$ cat src/rtl/core/slot_table_lowest_match_core_defines.svh
// Assertion macros shared by the slot table RTL.
// Each use names its own label, the two sides of the implication and a message.
`ifndef SLOT_TABLE_LOWEST_MATCH_CORE_DEFINES_SVH
`define SLOT_TABLE_LOWEST_MATCH_CORE_DEFINES_SVH

// Same-cycle implication, sampled on clk, ignored while rst_n is low.
`define STLM_ASSERT_IMP(lbl, ante, cons, msg) \
    lbl: assert property (@(posedge clk) disable iff (!rst_n) (ante) |-> (cons)) \
        else $error(msg);

// Next-cycle implication, sampled on clk, ignored while rst_n is low.
`define STLM_ASSERT_NXT(lbl, ante, cons, msg) \
    lbl: assert property (@(posedge clk) disable iff (!rst_n) (ante) |=> (cons)) \
        else $error(msg);

`endif

$ cat src/rtl/core/stlm_pkg.sv
`timescale 1ns / 1ps
`default_nettype none

package stlm_pkg;

    localparam int SLOTS_DEF      = 64;
    localparam int VALUE_BITS_DEF = 32;

    // Fixed field widths of the channel words
    localparam int SLOT_W  = 6;
    localparam int VALUE_W = 32;

    localparam logic KIND_CHANGE = 1'b0;
    localparam logic KIND_FIND   = 1'b1;

    // Control part of a word travelling down the cell chain
    typedef struct packed {
        logic              vld;
        logic              kind;
        logic [SLOT_W-1:0] slot;
        logic              hit;
        logic [SLOT_W-1:0] hit_slot;
    } stlm_ctl_t;

endpackage

`default_nettype wire

$ cat src/rtl/core/stlm_cell.sv
`timescale 1ns / 1ps
`default_nettype none

module stlm_cell #(
    parameter int IDX        = 0,
    parameter int VALUE_BITS = stlm_pkg::VALUE_BITS_DEF
) (
    input  wire logic                  clk,
    input  wire logic                  rst_n,
    input  wire logic                  adv,
    input  wire stlm_pkg::stlm_ctl_t   ctl_in,
    input  wire logic [VALUE_BITS-1:0] value_in,
    output stlm_pkg::stlm_ctl_t        ctl_out,
    output logic [VALUE_BITS-1:0]      value_out
);
    import stlm_pkg::*;

    // Cells past the reach of the slot field can never be written
    localparam bit ADDRESSABLE = (IDX < (1 << SLOT_W));

    logic [VALUE_BITS-1:0] slot_val_reg;
    logic [VALUE_BITS-1:0] slot_val_next;
    logic                  slot_vld_reg;
    logic                  slot_vld_next;
    stlm_ctl_t             ctl_reg;
    stlm_ctl_t             ctl_next;
    logic [VALUE_BITS-1:0] value_reg;
    logic                  addr_hit;
    logic                  write_en;
    logic                  match;

    assign addr_hit = ADDRESSABLE && (ctl_in.slot == SLOT_W'(IDX));
    assign write_en = adv && ctl_in.vld && (ctl_in.kind == KIND_CHANGE) && addr_hit;
    assign match    = ctl_in.vld && (ctl_in.kind == KIND_FIND) && !ctl_in.hit
                      && slot_vld_reg && (slot_val_reg == value_in);

    always_comb
    begin
        slot_val_next = write_en ? value_in : slot_val_reg;
        slot_vld_next = slot_vld_reg | write_en;
        ctl_next      = ctl_in;
        // Lower cells claim the word first; pass on the earlier hit untouched
        if (match)
        begin
            ctl_next.hit      = 1'b1;
            ctl_next.hit_slot = SLOT_W'(IDX);
        end
    end

    always_ff @(posedge clk or negedge rst_n)
    begin
        if (!rst_n)
        begin
            slot_vld_reg <= 1'b0;
            ctl_reg      <= '0;
        end
        else if (adv)
        begin
            slot_vld_reg <= slot_vld_next;
            ctl_reg      <= ctl_next;
        end
    end

    always_ff @(posedge clk)
    begin
        slot_val_reg <= slot_val_next;
        if (adv)
        begin
            value_reg <= value_in;
        end
    end

    assign ctl_out   = ctl_reg;
    assign value_out = value_reg;

endmodule

`default_nettype wire
$ cat config.mk
export PLATFORM = sky130hd
export DESIGN_NAME = stlm_cell
export DESIGN_NICKNAME = d
export VERILOG_FILES = /design/src/rtl/core/slot_table_lowest_match_core_defines.svh /design/src/rtl/core/stlm_pkg.sv /design/src/rtl/core/stlm_cell.sv
export SDC_FILE = /design/constraint.sdc
export NUM_CORES = 1
export LEC_CHECK = 0
export ABC_AREA = 0
export CAP_MARGIN = 20
export CORE_MARGIN = 4
export CORE_UTILIZATION = 60
export CTS_CLUSTER_DIAMETER = 120
export DETAILED_ROUTE_END_ITERATION = 12
export DONT_BUFFER_PORTS = 1
export GPL_TIMING_DRIVEN = 0
export PLACE_DENSITY = 0.76
export SLEW_MARGIN = 20
export SYNTH_ARGS = -nofsm -noshare
export SYNTH_HDL_FRONTEND = slang
export SYNTH_SLANG_ARGS = --single-unit
$ cat constraint.sdc
create_clock -name clk -period 1.82 [get_ports clk]
set_clock_uncertainty 0.1 [all_clocks]
set_input_delay 0.364 -clock clk [delete_from_list [all_inputs] [get_ports clk]]
set_output_delay 0.364 -clock clk [all_outputs]
set_load 0.05 [all_outputs]
==> results.md <==
- Power density over the cells: 1080 mW/mm^2
- Path type of the worst setup path: flop to flop
- Post-synthesis instance total: 153
- Area of the die: 0.00606 sq mm
- Half-perimeter wire length of the detailed placement result: 3680 microns
- Total count of hold-check failures in the final report: 0
- Count of input and output buffers: 0
- Via count: 1519
- Family with the most delay on the worst path: simple AND/OR/NAND/NOR gates
- Leakage power summed over all cells: roughly 0.0013 uW
- Critical path capture point type: flop
- Share of power burned in registers: 62.1%
- Cell Chain, Critical Path: xor2_1 > nor4_2 > nand4_1 > nor3_4 > nor2_1
- Max incr delay on CP: 0.41 ns
- Type of the worst min-delay path: input pin to flop
- Post-route ant nets: 0
- Detailed router's first-iteration violation count: between 100 and 150
- Highest ir drop seen on vdd: 646 uV
- Area taken by flip-flops and latches: 0.00232 sq mm
- DRC violation count after routing: 0
- Longest Clk Path Bufs: 2
- GP Congestion: approximately 0.72
- CTS Root Buffer Type: clkbuf_8
- Peak Freq: 577 MHz
- Share of cells above drive strength 1: a little under a fifth
- Max H-tree Level: 3
- Area taken by multi-input logic gates: 648 sq um
- Number of antenna violations at the first check in global routing: 0
- Post-Synthesis Cell Area: 0.00293 sq mm
- Num ports: 97
- Net load switching power: 1020 uW
- Count of fill cells added during filler insertion: 275
- Required time reported for the critical path endpoint: between 1.5 and 2 ns
- Yosys cell types: 17
- Starting density of the core: between 60% and 70%
- Overall power after layout: 3950 uW
- Die span in x: ~80 microns
- Startpoint type of the worst setup path: flop
- Largest driver fanout on the critical path: 7
- Period utilization: 95.3%
- Largest net degree at the start of global routing: 34
- Worst slew margin relative to its limit: 55.0%
- Clock-pin slew on the worst setup and hold paths: 0.08 ns
- Final setup vio count: 0
- Most common cell after layout, fill and taps aside: edfxtp_1
- Slew at the pin closest to its max-slew limit: 0.672 ns
- Routed wire length: 5760 microns
- Total of flip-flops plus latches after synthesis: 80
- Most used cells in the layout excluding fill and tap cells: edfxtp_1 (64), dlygate4sd3_1 (33), xor2_1 (28), dfrtp_1 (16), clkbuf_8 (9)
- TritonCTS clock tree: built
- Status: completed
- Post-synthesis area per instance: 19.1 sq um
- Cell Int Power: 2930 uW
- Overflow left after global routing: 0
- Total of max-cap violations: 0
- Critical path buffer and inverter count: 0
- Data arrival time of the critical path: 1.84 ns
- Vias per std cell: ~5.6
- Diodes inserted: 0
- Register area share after synthesis: 79.4%
- Final max-slew violation count: 0
- Final net count: around 250
- TritonCTS buffer count: 9
- Number of warnings reported in the yosys synthesis log: 0
- Standard-cell rows: 25
- Placeable Area: 0.00472 sq mm
- Total iterations of the first detailed-routing run: 4
- First-pass GRT wire length: 8240 microns
- Clock Sinks: 80
- Number of nets in the synthesized netlist: ~200
- Total routing resource utilization after global routing: 18.5%
- Critical register-to-register path startpoint: slot_val_reg[31]
- Clock network fraction of total power: 33.6%
- Area growth from synthesis to layout: 24.6%
- Worst setup path start: slot_val_reg[31]
- Launch point of the worst hold path: adv
- Shortest clock period the worst path allows after layout: ~1.7 ns
- Combinational share of power: 4.3%
- Clock insertion delay at the later pin of the skew report: approximately 0.34 ns
- Worst-path cell with the longest stage delay: edfxtp_1
- Final Hold Slack: 0.0386 ns
- WL/cell: 21.2 microns
- Share of total power consumed by net switching: 25.8%
- Setup repair after global routing missed its margin: yes
- Vias in the first global route: 1547
- Die height: between 70 and 80 microns
cell type report:
class                      instances  area share (%)
multi-input combinational         71            17.8
clock buffer                       9            3.40
sequential                        80            63.7
clock inverter                     5            2.03
buffer                             2           0.446
tap                               67            2.30
timing repair buffer              37            10.3
through the flow:
| step | setup WS (ns) | instances | cell area (sq um) | utilization [%] | TNS [ns] |
|---|---|---|---|---|---|
| floorplan | -0.507 | 153 | 2960 | - | -16.66 |
| global placement | -0.946 | 220 | 3040 | 64.3 | -31.12 |
| detailed placement | -0.440 | 222 | 3060 | 64.7 | -9.81 |
| CTS | 0.0393 | 239 | 3300 | 69.9 | 0 |
| global route | -0.0431 | 271 | 3640 | 77.2 | -0.214 |
| finish | 0.0855 | 271 | 3640 | 77.2 | 0 |
power by group through the flow:
stage	logic [uW]	registers [uW]	clock network, uW
finish	170	2450	1330
global placement	81.4	2490	0
CTS	96.9	2450	1340
floorplan	75.7	2470	0
detailed placement	89.0	2490	0
global route	186	2460	1470
path summary, 6_finish.rpt:
kind | endpoint | slack [ns] | cells after the start
max | ctl_out[0] | 0.09 | 5
min | value_out[27] | 0.04 | 0
max reg2reg | ctl_out[0] | 0.09 | 5
min reg2reg | slot_vld_reg | 0.40 | 1
max in group asynchronous | ctl_out[0] | 0.78 | 1
min in group asynchronous | ctl_out[6] | 0.40 | 1
routing by layer:
metal | up-vias | GRT usage [%] | share of wire, %
met5 | - | 0 | 0
met4 | 0 | 9.25 | 1.9
met3 | 13 | 7.77 | 8.2
met2 | 75 | 30.2 | 53
met1 | 765 | 20.9 | 37
li1 | 666 | - | -
cell usage after synthesis:
cell	instances	area share, %
nor4_1	9	1.9
or3_4	1	0.38
nand4_1	3	0.64
nand3_1	2	0.34
xor2_1	28	8.4
edfxtp_1	64	66
mux2_2	8	3.1
or2_2	1	0.21
a211o_1	1	0.30
buf_2	1	0.17
xnor2_1	4	1.2
mux2i_1	6	2.1
nor2_1	6	0.77
nor3_4	1	0.56
dfrtp_1	16	14
nor2b_1	1	0.21
buf_6	1	0.38
kinds of logic (layout without fill, tap and decap cells):
family / after synthesis / count (layout) / share of synthesized area, %
buffers and inverters: 2 / 53 / 0.556
muxes: 14 / 14 / 5.13
xor gates and xnor gates: 32 / 32 / 9.58
AOI/OAI and AO/OA: 1 / 1 / 0.299
DFF: 80 / 80 / 79.4
and+or+nand+nor: 24 / 24 / 5.05
timing repair:
action                                  CTS  global route
hold buffers                              1            32
buffers inserted                          2             0
hold endpoints to repair                 16            64
endpoints found under the setup margin   13             7
gates resized for setup                   1             4
pin swaps                                 2             6
(Power assumes the default switching activity.)
